===== src/rtl/tcsb_pkg.sv =====
// Package for the text console scroll buffer: field widths, codes and the
// command and status structs between controller and datapath. No dependencies.
package tcsb_pkg;

    localparam int CHAR_W = 8;
    localparam int ROW_W  = 5;
    localparam int COL_W  = 7;

    localparam logic OP_WRITE = 1'b0;
    localparam logic OP_READ  = 1'b1;

    localparam logic [CHAR_W-1:0] NEWLINE_CODE = 8'd10;

    // Commands from the controller to the datapath.
    typedef struct packed {
        logic clr_step;
        logic load_item;
        logic settle;
        logic scrl_step;
        logic calc_addr;
        logic exec;
        logic load_out;
    } t_cmd;

    // Status from the datapath to the controller.
    typedef struct packed {
        logic clr_done;
        logic need_scroll;
        logic scrl_done;
        logic out_free;
    } t_stat;

endpackage


===== src/rtl/tcsb_ctrl.sv =====
// Sequencing state machine of the console: clearing pass, item intake,
// cursor settle, scroll row blanking, cell access and result hand-off. Uses tcsb_pkg.
module tcsb_ctrl (
    input  logic            i_clk,
    input  logic            i_rst_n,
    input  logic            i_in_valid,
    output logic            o_in_ready,
    output tcsb_pkg::t_cmd  o_cmd,
    input  tcsb_pkg::t_stat i_stat
);

    localparam logic [2:0] S_CLEAR  = 3'd0;
    localparam logic [2:0] S_IDLE   = 3'd1;
    localparam logic [2:0] S_SETTLE = 3'd2;
    localparam logic [2:0] S_SCRL   = 3'd3;
    localparam logic [2:0] S_ADDR   = 3'd4;
    localparam logic [2:0] S_EXEC   = 3'd5;
    localparam logic [2:0] S_DONE   = 3'd6;

    logic [2:0] r_state;
    logic [2:0] n_state;

    always_ff @(posedge i_clk) begin
        if (!i_rst_n) begin
            r_state <= S_CLEAR;
        end else begin
            r_state <= n_state;
        end
    end

    always_comb begin
        n_state = r_state;
        o_cmd   = '0;
        case (r_state)
            S_CLEAR: begin
                o_cmd.clr_step = 1'b1;
                if (i_stat.clr_done) begin
                    n_state = S_IDLE;
                end
            end
            S_IDLE: begin
                if (i_in_valid) begin
                    o_cmd.load_item = 1'b1;
                    n_state         = S_SETTLE;
                end
            end
            S_SETTLE: begin
                o_cmd.settle = 1'b1;
                n_state      = i_stat.need_scroll ? S_SCRL : S_ADDR;
            end
            S_SCRL: begin
                o_cmd.scrl_step = 1'b1;
                if (i_stat.scrl_done) begin
                    n_state = S_ADDR;
                end
            end
            S_ADDR: begin
                o_cmd.calc_addr = 1'b1;
                n_state         = S_EXEC;
            end
            S_EXEC: begin
                o_cmd.exec = 1'b1;
                n_state    = S_DONE;
            end
            S_DONE: begin
                if (i_stat.out_free) begin
                    o_cmd.load_out = 1'b1;
                    n_state        = S_IDLE;
                end
            end
            default: begin
                n_state = S_CLEAR;
            end
        endcase
    end

    assign o_in_ready = (r_state == S_IDLE);

endmodule


===== config.mk =====
export PLATFORM = sky130hd
export DESIGN_NAME = tcsb_ctrl
export DESIGN_NICKNAME = d
export VERILOG_FILES = /design/src/rtl/tcsb_pkg.sv /design/src/rtl/tcsb_ctrl.sv
export SDC_FILE = /design/constraint.sdc
export NUM_CORES = 1
export LEC_CHECK = 0
export BUFFER_PORTS_ARGS = -buffer_cell sky130_fd_sc_hd__buf_4
export CORE_AREA = 2 2 39 41
export DETAILED_ROUTE_END_ITERATION = 10
export DIE_AREA = 0 0 41 43
export HOLD_SLACK_MARGIN = 0.05
export PLACE_DENSITY = 0.49
export SYNTH_ARGS = -nofsm -noshare
export SYNTH_HDL_FRONTEND = slang
export SYNTH_SLANG_ARGS = --single-unit
export TNS_END_PERCENT = 100

===== constraint.sdc =====
create_clock -name i_clk -period 1.6 [get_ports i_clk]
set_input_delay 0.24 -clock i_clk [delete_from_list [all_inputs] [get_ports i_clk]]
set_output_delay 0.24 -clock i_clk [all_outputs]
set_load 0.005 [all_outputs]

==> metrics.cfg, run 1 <==
[timing]
setup_violations = 0
clock.fmax_mhz = 671
fin_skew_ns = 0.00403
finalMaxSlewViolations = 0
hold_viol_final = 0
slew_headroom_pct = 75.0
period_minus_slack_ns = 1.49
holdWs_ns = 0.284
rsz0062_at_grt = false
timing.final.ws_setup_ns = 0.110
tns_ns = 0
worst_pin_slew_ns = 0.372
fin_crit_sh_pct = 93.2

[placement]
port_buffers = 14
place_area_um2 = 394
dp_cells = 63
dpl_worst_slack_ns = 0.185
gp_congestion = 0.779
dp_hpwl_um = 570

[synthesis]
synth-seq-cells = 3
synth.most_common_cell = nor2_1
yosysTopAreaCell = dfxtp_1
synth_fa_ha_area_share_pct = 0
async_flop_share_pct = 0
ys_seq_area_share_pct = 20.6
synth-edff-count = 0
postSynthNetCount = 42
synthFlopType = dfxtp_1
synth_top_area_share_pct = 20.6
yosys-mux-area-fraction_pct = 3.43
synth_top_family_by_area = simple AND/OR/NAND/NOR gates
synth-simple-area-share_pct = 42.9
syn_avg_cell_area_um2 = 8.33
synth.distinct_cells = 21
yosysWarnings = 0
syn_area_um2 = 292
synth-xor-area-share_pct = 0
synth_compound_area_share_pct = 18.9
synthesis.instances = 35
synthTopCellsByCount = nor2_1, nand2_1, dfxtp_1, inv_1, nor3_1
ys_top_cells_by_area = dfxtp_1, nor4bb_4, buf_6

[route]
dr_wl_met2_um = 318
wl_met3_um = 40
m1WireLength_um = 334
initialDrtViolationCount = 3
vias = 313
wl_per_cell_um = 10.8
routed.top_layer = met4
drtAntennaViolNets = 0
dr.pass1.iters = 2
routed_via_density = 4.67
drc_errors = 0
routed_wl_um = 725

[critical_path]
path_class = reg -> out
cp_cell_sequence = nand2b_1 -> nor2_1 -> and2_1 -> buf_4
start_kind = flop
crit_required_ns = 1.36
end_kind = output port
cp-startpoint = r_state[1]
slowest_delay_ns = 0.42
crit_slowest_cell = dfxtp_1
crit_fanout = 6
rr_startpoint = r_state[1]
crit_arrival_ns = 1.25

[grt]
antenna_found_initial = 0
track_usage_pct = 10.1
grt_start_max_net_pins = 12
grt_pass1_vias = 285
grt_first_pass_wirelength_mm = 1.10
overflow = 0

[flow_run]
drv_cap = 0

[run_status]
status = finished, final reports clean

[layout]
insertedDiodeCount = 0
seqCellArea_um2 = 62.6
multi_input_area_um2 = 190
fill_cells = 163
finalInstanceArea_um2 = 423
area_growth_pct = 45.1
fin_cells = 67
nets = 59
largest_reg_flops = 3
top_register = r_state
fin_util_pct = 30.6
largest_registers = r_state x3
drive_gt1_share_pct = 47.1

[cts]
hold_buffers = 0
cts_tree = done
worst_skew_pair.late_latency_ns = 0.24
clk_path_buf_depth = 2
htreeDepth = 1
clk_pin_slew_ns = 0.04
cts_setup_buffers = 0
clkSinkCount = 3
root_buffer = clkbuf_4
cts_made_buffers = 3

[hold_path]
hp-start = i_rst_n
hp-class = in -> reg

[power]
total_power_mw = 0.633
ir_drop_v = 0.000466
cellPowerDensity_nw_per_um2 = 1500
power_leakage_nw = 0.173

[floorplan]
die_area_um2 = 1760
dieHeight_um = 43
die_x_um = 41
start_util_pct = 21.1
coreArea_um2 = 1380
rows = 14
num_io_pins = 15

cell families after synthesis:
logic type             Yosys count
flip-flops                       3
AO/OA/AOI/OAI                    7
buffers and inverters            6
AND/OR/NAND/NOR                 18
multiplexers                     1
path summary, 6_finish.rpt:
| path | end | slack, ns | cells past startpoint |
|---|---|---|---|
| worst max-delay path | o_cmd[5] | 0.11 | 4 |
| worst min-delay path | r_state[2] | 0.28 | 2 |
| worst max register to register | r_state[2] | 0.30 | 4 |
| worst min register to register | r_state[0] | 0.56 | 2 |
cell type report:
type	count	share of cell area, %
Sequential cell	3	14.8
Clock buffer	4	6.21
Multi-Input combinational cell	26	45.0
Tap cell	16	4.73
Timing Repair Buffer	15	26.6
Inverter	3	2.66
report_power, final:
| group | internal (mW) | total [mW] | switching, mW |
|---|---|---|---|
| registers | 0.104 | 0.164 | 0.0598 |
| clock network | 0.0939 | 0.140 | 0.0465 |
| logic | 0.190 | 0.329 | 0.139 |
layout by cell type, fill, tap and decap left out:
cell type	instances
buf_4	15
nor2_1	5
nand2_1	4
inv_1	3
nor3_1	3
clkbuf_4	3
dfxtp_2	2
nand2b_1	1
and2_1	1
nor4bb_4	1
nor4_2	1
nor4bb_2	1
nor3_2	1
o31ai_1	1
a2bb2oi_1	1
o21a_1	1
o32ai_1	1
o211ai_1	1
mux2i_1	1
o21ai_0	1
a32o_1	1
clkbuf_1	1
dfxtp_1	1
critical path, delay by kind of cell (launching register included):
kind	cells	cell delay, ns
DFF	1	0.42
buffers and inverters	1	0.13
and+or+nand+nor	3	0.47
layer usage:
| metal | vias to the layer above | track usage (%) |
|---|---|---|
| met5 | - | 0 |
| met2 | 13 | 11.9 |
| met4 | 0 | 12.0 |
| li1 | 159 | - |
| met1 | 137 | 12.5 |
| met3 | 4 | 3.14 |
repair_timing:
action                                  4_1_cts  5_1_grt
pin swaps                                     0        0
endpoints found under the setup margin        1        4
endpoints found under the hold margin         0        0
gates resized for setup                       1        1
Note: power is estimated with default switching activity, not from simulation.
==> inputs of run 2 (changes only) <==
- CORE_AREA: 2 2 39 41 -> 5 5 42 44
- DIE_AREA: 0 0 41 43 -> 0 0 47 49
- GPL_TIMING_DRIVEN: unset -> 0
==> metrics.cfg, run 2 (same netlist as run 1, synthesis figures left out) <==
[run_status]
status = finished, final reports clean

[placement]
place_area_um2 = 417
gp_congestion = 0.714
dpl_worst_slack_ns = 0.286
port_buffers = 14
dp_hpwl_um = 609
dp_cells = 65

[layout]
fin_cells = 69
drive_gt1_share_pct = 47.2
insertedDiodeCount = 0
finalInstanceArea_um2 = 445
top_register = r_state
largest_registers = r_state x3
nets = 61
area_growth_pct = 52.8
final_cell_mix = buf_4, nor2_1, nand2_1
seqCellArea_um2 = 60.1
largest_reg_flops = 3
multi_input_area_um2 = 193
fill_cells = 172
fin_util_pct = 31.8
layout_commonest_cell = buf_4

[cts]
htreeDepth = 1
root_buffer = clkbuf_4
cts_tree = done
cts_setup_buffers = 0
clk_pin_slew_ns = 0.04
clkSinkCount = 3
cts_made_buffers = 3
worst_skew_pair.late_latency_ns = 0.24
clk_path_buf_depth = 2

[route]
wl_per_cell_um = 11.7
routed_wl_um = 804
dr.pass1.iters = 4
drc_errors = 0
routed_via_density = 4.52
initialDrtViolationCount = 2
drtAntennaViolNets = 0
vias = 312

[floorplan]
die_area_um2 = 2300
num_io_pins = 15
coreArea_um2 = 1400
die_x_um = 47
start_util_pct = 20.8
dieHeight_um = 49
rows = 14

[grt]
track_usage_pct = 8.15
grt_first_pass_wirelength_mm = 1.30
grt_start_max_net_pins = 11
grt_pass1_vias = 310
antenna_found_initial = 0
overflow = 0

[flow_run]
drv_cap = 0

[critical_path]
cp-startpoint = r_state[1]
crit_fanout = 10
end_kind = output port
rr_startpoint = r_state[1]
start_kind = flop
crit_arrival_ns = 1.26
crit_required_ns = 1.36
path_class = reg -> out

[timing]
finalMaxSlewViolations = 0
worst_pin_slew_ns = 0.360
tns_ns = 0
clock.fmax_mhz = 666
hold_viol_final = 0
period_minus_slack_ns = 1.50
fin_skew_ns = 0.00972
holdWs_ns = 0.298
rsz0062_at_grt = false
timing.final.ws_setup_ns = 0.0994
slew_headroom_pct = 75.8
fin_crit_sh_pct = 93.8
setup_violations = 0

[power]
cellPowerDensity_nw_per_um2 = 1530
pwr-share-clk_pct = 20.8
switchingPower_mw = 0.261
total_power_mw = 0.680
p_seq_share_pct = 16.7
ir_drop_v = 0.000537
power_frac_comb_pct = 62.5
switching_share_pct = 38.4
power_leakage_nw = 0.185
p_int_mw = 0.419

[hold_path]
hp-start = i_rst_n
hp-class = in -> reg

run 2: worst max-delay path: stages, from the launching register on:
cell      delay [ns]
dfxtp_1         0.30
buf_6           0.13
nand2b_2        0.21
nor2_1          0.13
and2_1          0.14
buf_4           0.10
run 2: metal layers:
layer	track usage [%]	vias up	wire (um)
met3	2.58	5	78
li1	-	160	-
met4	6.91	0	29
met5	0	-	0
met1	10.7	132	380
met2	10.2	15	315
run 2: timing repair:
item | 4_1_cts | 5_1_grt
endpoints found under the setup margin | 0 | 1
hold buffers | 0 | 0
resized for setup | 0 | 1
run 2: path summary, 6_finish.rpt:
check / slack (ns) / depth (start not counted) / end
max: 0.1 / 5 / o_cmd[5]
min: 0.30 / 3 / r_state[0]
max reg2reg: 0.28 / 5 / r_state[2]
min reg2reg: 0.60 / 2 / r_state[1]
run 2: power groups by stage:
stage	combinational, mW	clock, mW	sequential, mW
after CTS	0.428	0.144	0.112
final	0.425	0.141	0.114
after global routing	0.472	0.149	0.117
after floorplan	0.283	0	0.111
after global placement	0.425	0	0.113
after detailed placement	0.426	0	0.114
run 2: cell type report:
cell class	count	share of cell area [%]
multi-input combinational	26	43.3
timing repair buffer	14	23.6
sequential	3	13.5
buffer	3	6.74
clock buffer	4	5.90
tap	16	4.49
inverter	3	2.53
==> inputs of run 3 (changes only) <==
- MAX_ROUTING_LAYER: unset -> met4
==> metrics.cfg, run 3 (same netlist as run 1, synthesis figures left out) <==
[run_status]
status = finished, final reports clean

[power]
power_leakage_nw = 0.185
total_power_mw = 0.678
ir_drop_v = 0.000536
cellPowerDensity_nw_per_um2 = 1520

[critical_path]
cp-startpoint = r_state[1]
crit_arrival_ns = 1.26
cp_num_buf_inv = 2
crit_family = simple AND/OR/NAND/NOR gates
crit_end = o_cmd[5]
worst-r2r-cell-count = 5
worst_r2r_endpoint = r_state[2]
slowest_delay_ns = 0.30
crit_required_ns = 1.36
rr_startpoint = r_state[1]
end_kind = output port
crit_fanout = 10
crit_slowest_cell = dfxtp_1
cp.depth = 5
start_kind = flop
cp_cell_sequence = buf_6 -> nand2b_2 -> nor2_1 -> and2_1 -> buf_4
path_class = reg -> out
rrSetupSlack_ns = 0.28

[placement]
gp_congestion = 0.722
dp_hpwl_um = 609
port_buffers = 14

[route]
drtAntennaViolNets = 0
wl_per_cell_um = 11.6
routed_via_density = 4.57
dr.pass1.iters = 3
initialDrtViolationCount = 2
routed_wl_um = 802
drc_errors = 0
vias = 315

[timing]
period_minus_slack_ns = 1.50
tns_ns = 0
setup_violations = 0
slew_headroom_pct = 76.0
hold_viol_final = 0
worst_pin_slew_ns = 0.357
fin_skew_ns = 0.00777
rsz0062_at_grt = false
clock.fmax_mhz = 668
finalMaxSlewViolations = 0
fin_crit_sh_pct = 93.6

[cts]
root_buffer = clkbuf_4
clk_pin_slew_ns = 0.04
worst_skew_pair.late_latency_ns = 0.24
cts_resized = 0
clk_path_buf_depth = 2
cts_tree = done
hold_buffers = 0
cts_made_buffers = 3
cts_setup_buffers = 0
htreeDepth = 1
clkSinkCount = 3

[floorplan]
start_util_pct = 20.8
die_x_um = 47
die_area_um2 = 2300
num_io_pins = 15
dieHeight_um = 49
rows = 14
coreArea_um2 = 1400

[grt]
grt_start_max_net_pins = 11
grt_pass1_vias = 310
antenna_found_initial = 0
grt_first_pass_wirelength_mm = 1.29
track_usage_pct = 8.36
overflow = 0

[layout]
area_growth_pct = 52.8
final_cell_mix = buf_4, nor2_1, nand2_1
drive_gt1_share_pct = 47.2
top_register = r_state
largest_registers = r_state x3
layout_commonest_cell = buf_4
nets = 61
largest_reg_flops = 3
insertedDiodeCount = 0

[hold_path]
hp-class = in -> reg
min_path_cells = 3

[flow_run]
drv_cap = 0

## run 3: cell counts in the layout (fill, tap and decap cells not counted)
No cell type changed its count.
## run 3: power by group
group	switching (mW)	internal (mW)
registers	0.0139	0.100
logic	0.200	0.225
clock network	0.0453	0.0939
total	0.259	0.419
## run 3: layout make-up
type | count | area, um^2
plain buffers | 3 | 30.0
clock buffers | 4 | 26.3
fillers | 172 | 956
inverters | 3 | 11.3
multi-input cells | 26 | 193
flip-flops and latches | 3 | 60.1
well taps | 16 | 20.0
repair buffers | 14 | 105
## run 3: stage by stage
stage / worst slack [ns] / utilization [%] / hold WS (ns) / cells / cell area (um^2)
floorplan: 0.375 / - / 0.389 / 35 / 292
global placement: 0.276 / 29.7 / 0.543 / 65 / 417
detailed placement: 0.286 / 29.7 / 0.546 / 65 / 417
CTS: 0.0769 / 31.6 / 0.294 / 69 / 443
global route: 0.0246 / 31.8 / 0.315 / 69 / 445
finish: 0.102 / 31.8 / 0.300 / 69 / 445
## run 3: worst reg2reg max path, delay by kind of cell, from the launching register on
family,cells,cell delay (ns)
compound gates,3,0.56
buf+inv,1,0.13
flops,1,0.30
simple gates,1,0.22
## run 3: worst min-delay path by stage
stage | start | end | slack [ns]
after floorplan | i_rst_n | r_state[0] | 0.39
after global placement | i_rst_n | r_state[0] | 0.54
after detailed placement | i_rst_n | r_state[2] | 0.55
after CTS | i_rst_n | r_state[0] | 0.29
after global routing | i_rst_n | r_state[2] | 0.32
final | i_rst_n | r_state[0] | 0.30
## run 3: per-layer routing
metal | up-vias | track usage [%] | wire length, um
li1 | 160 | - | -
met1 | 135 | 10.7 | 375
met2 | 15 | 10.2 | 319
met3 | 5 | 2.58 | 78
met4 | 0 | 6.91 | 29
met5 | - | - | 0
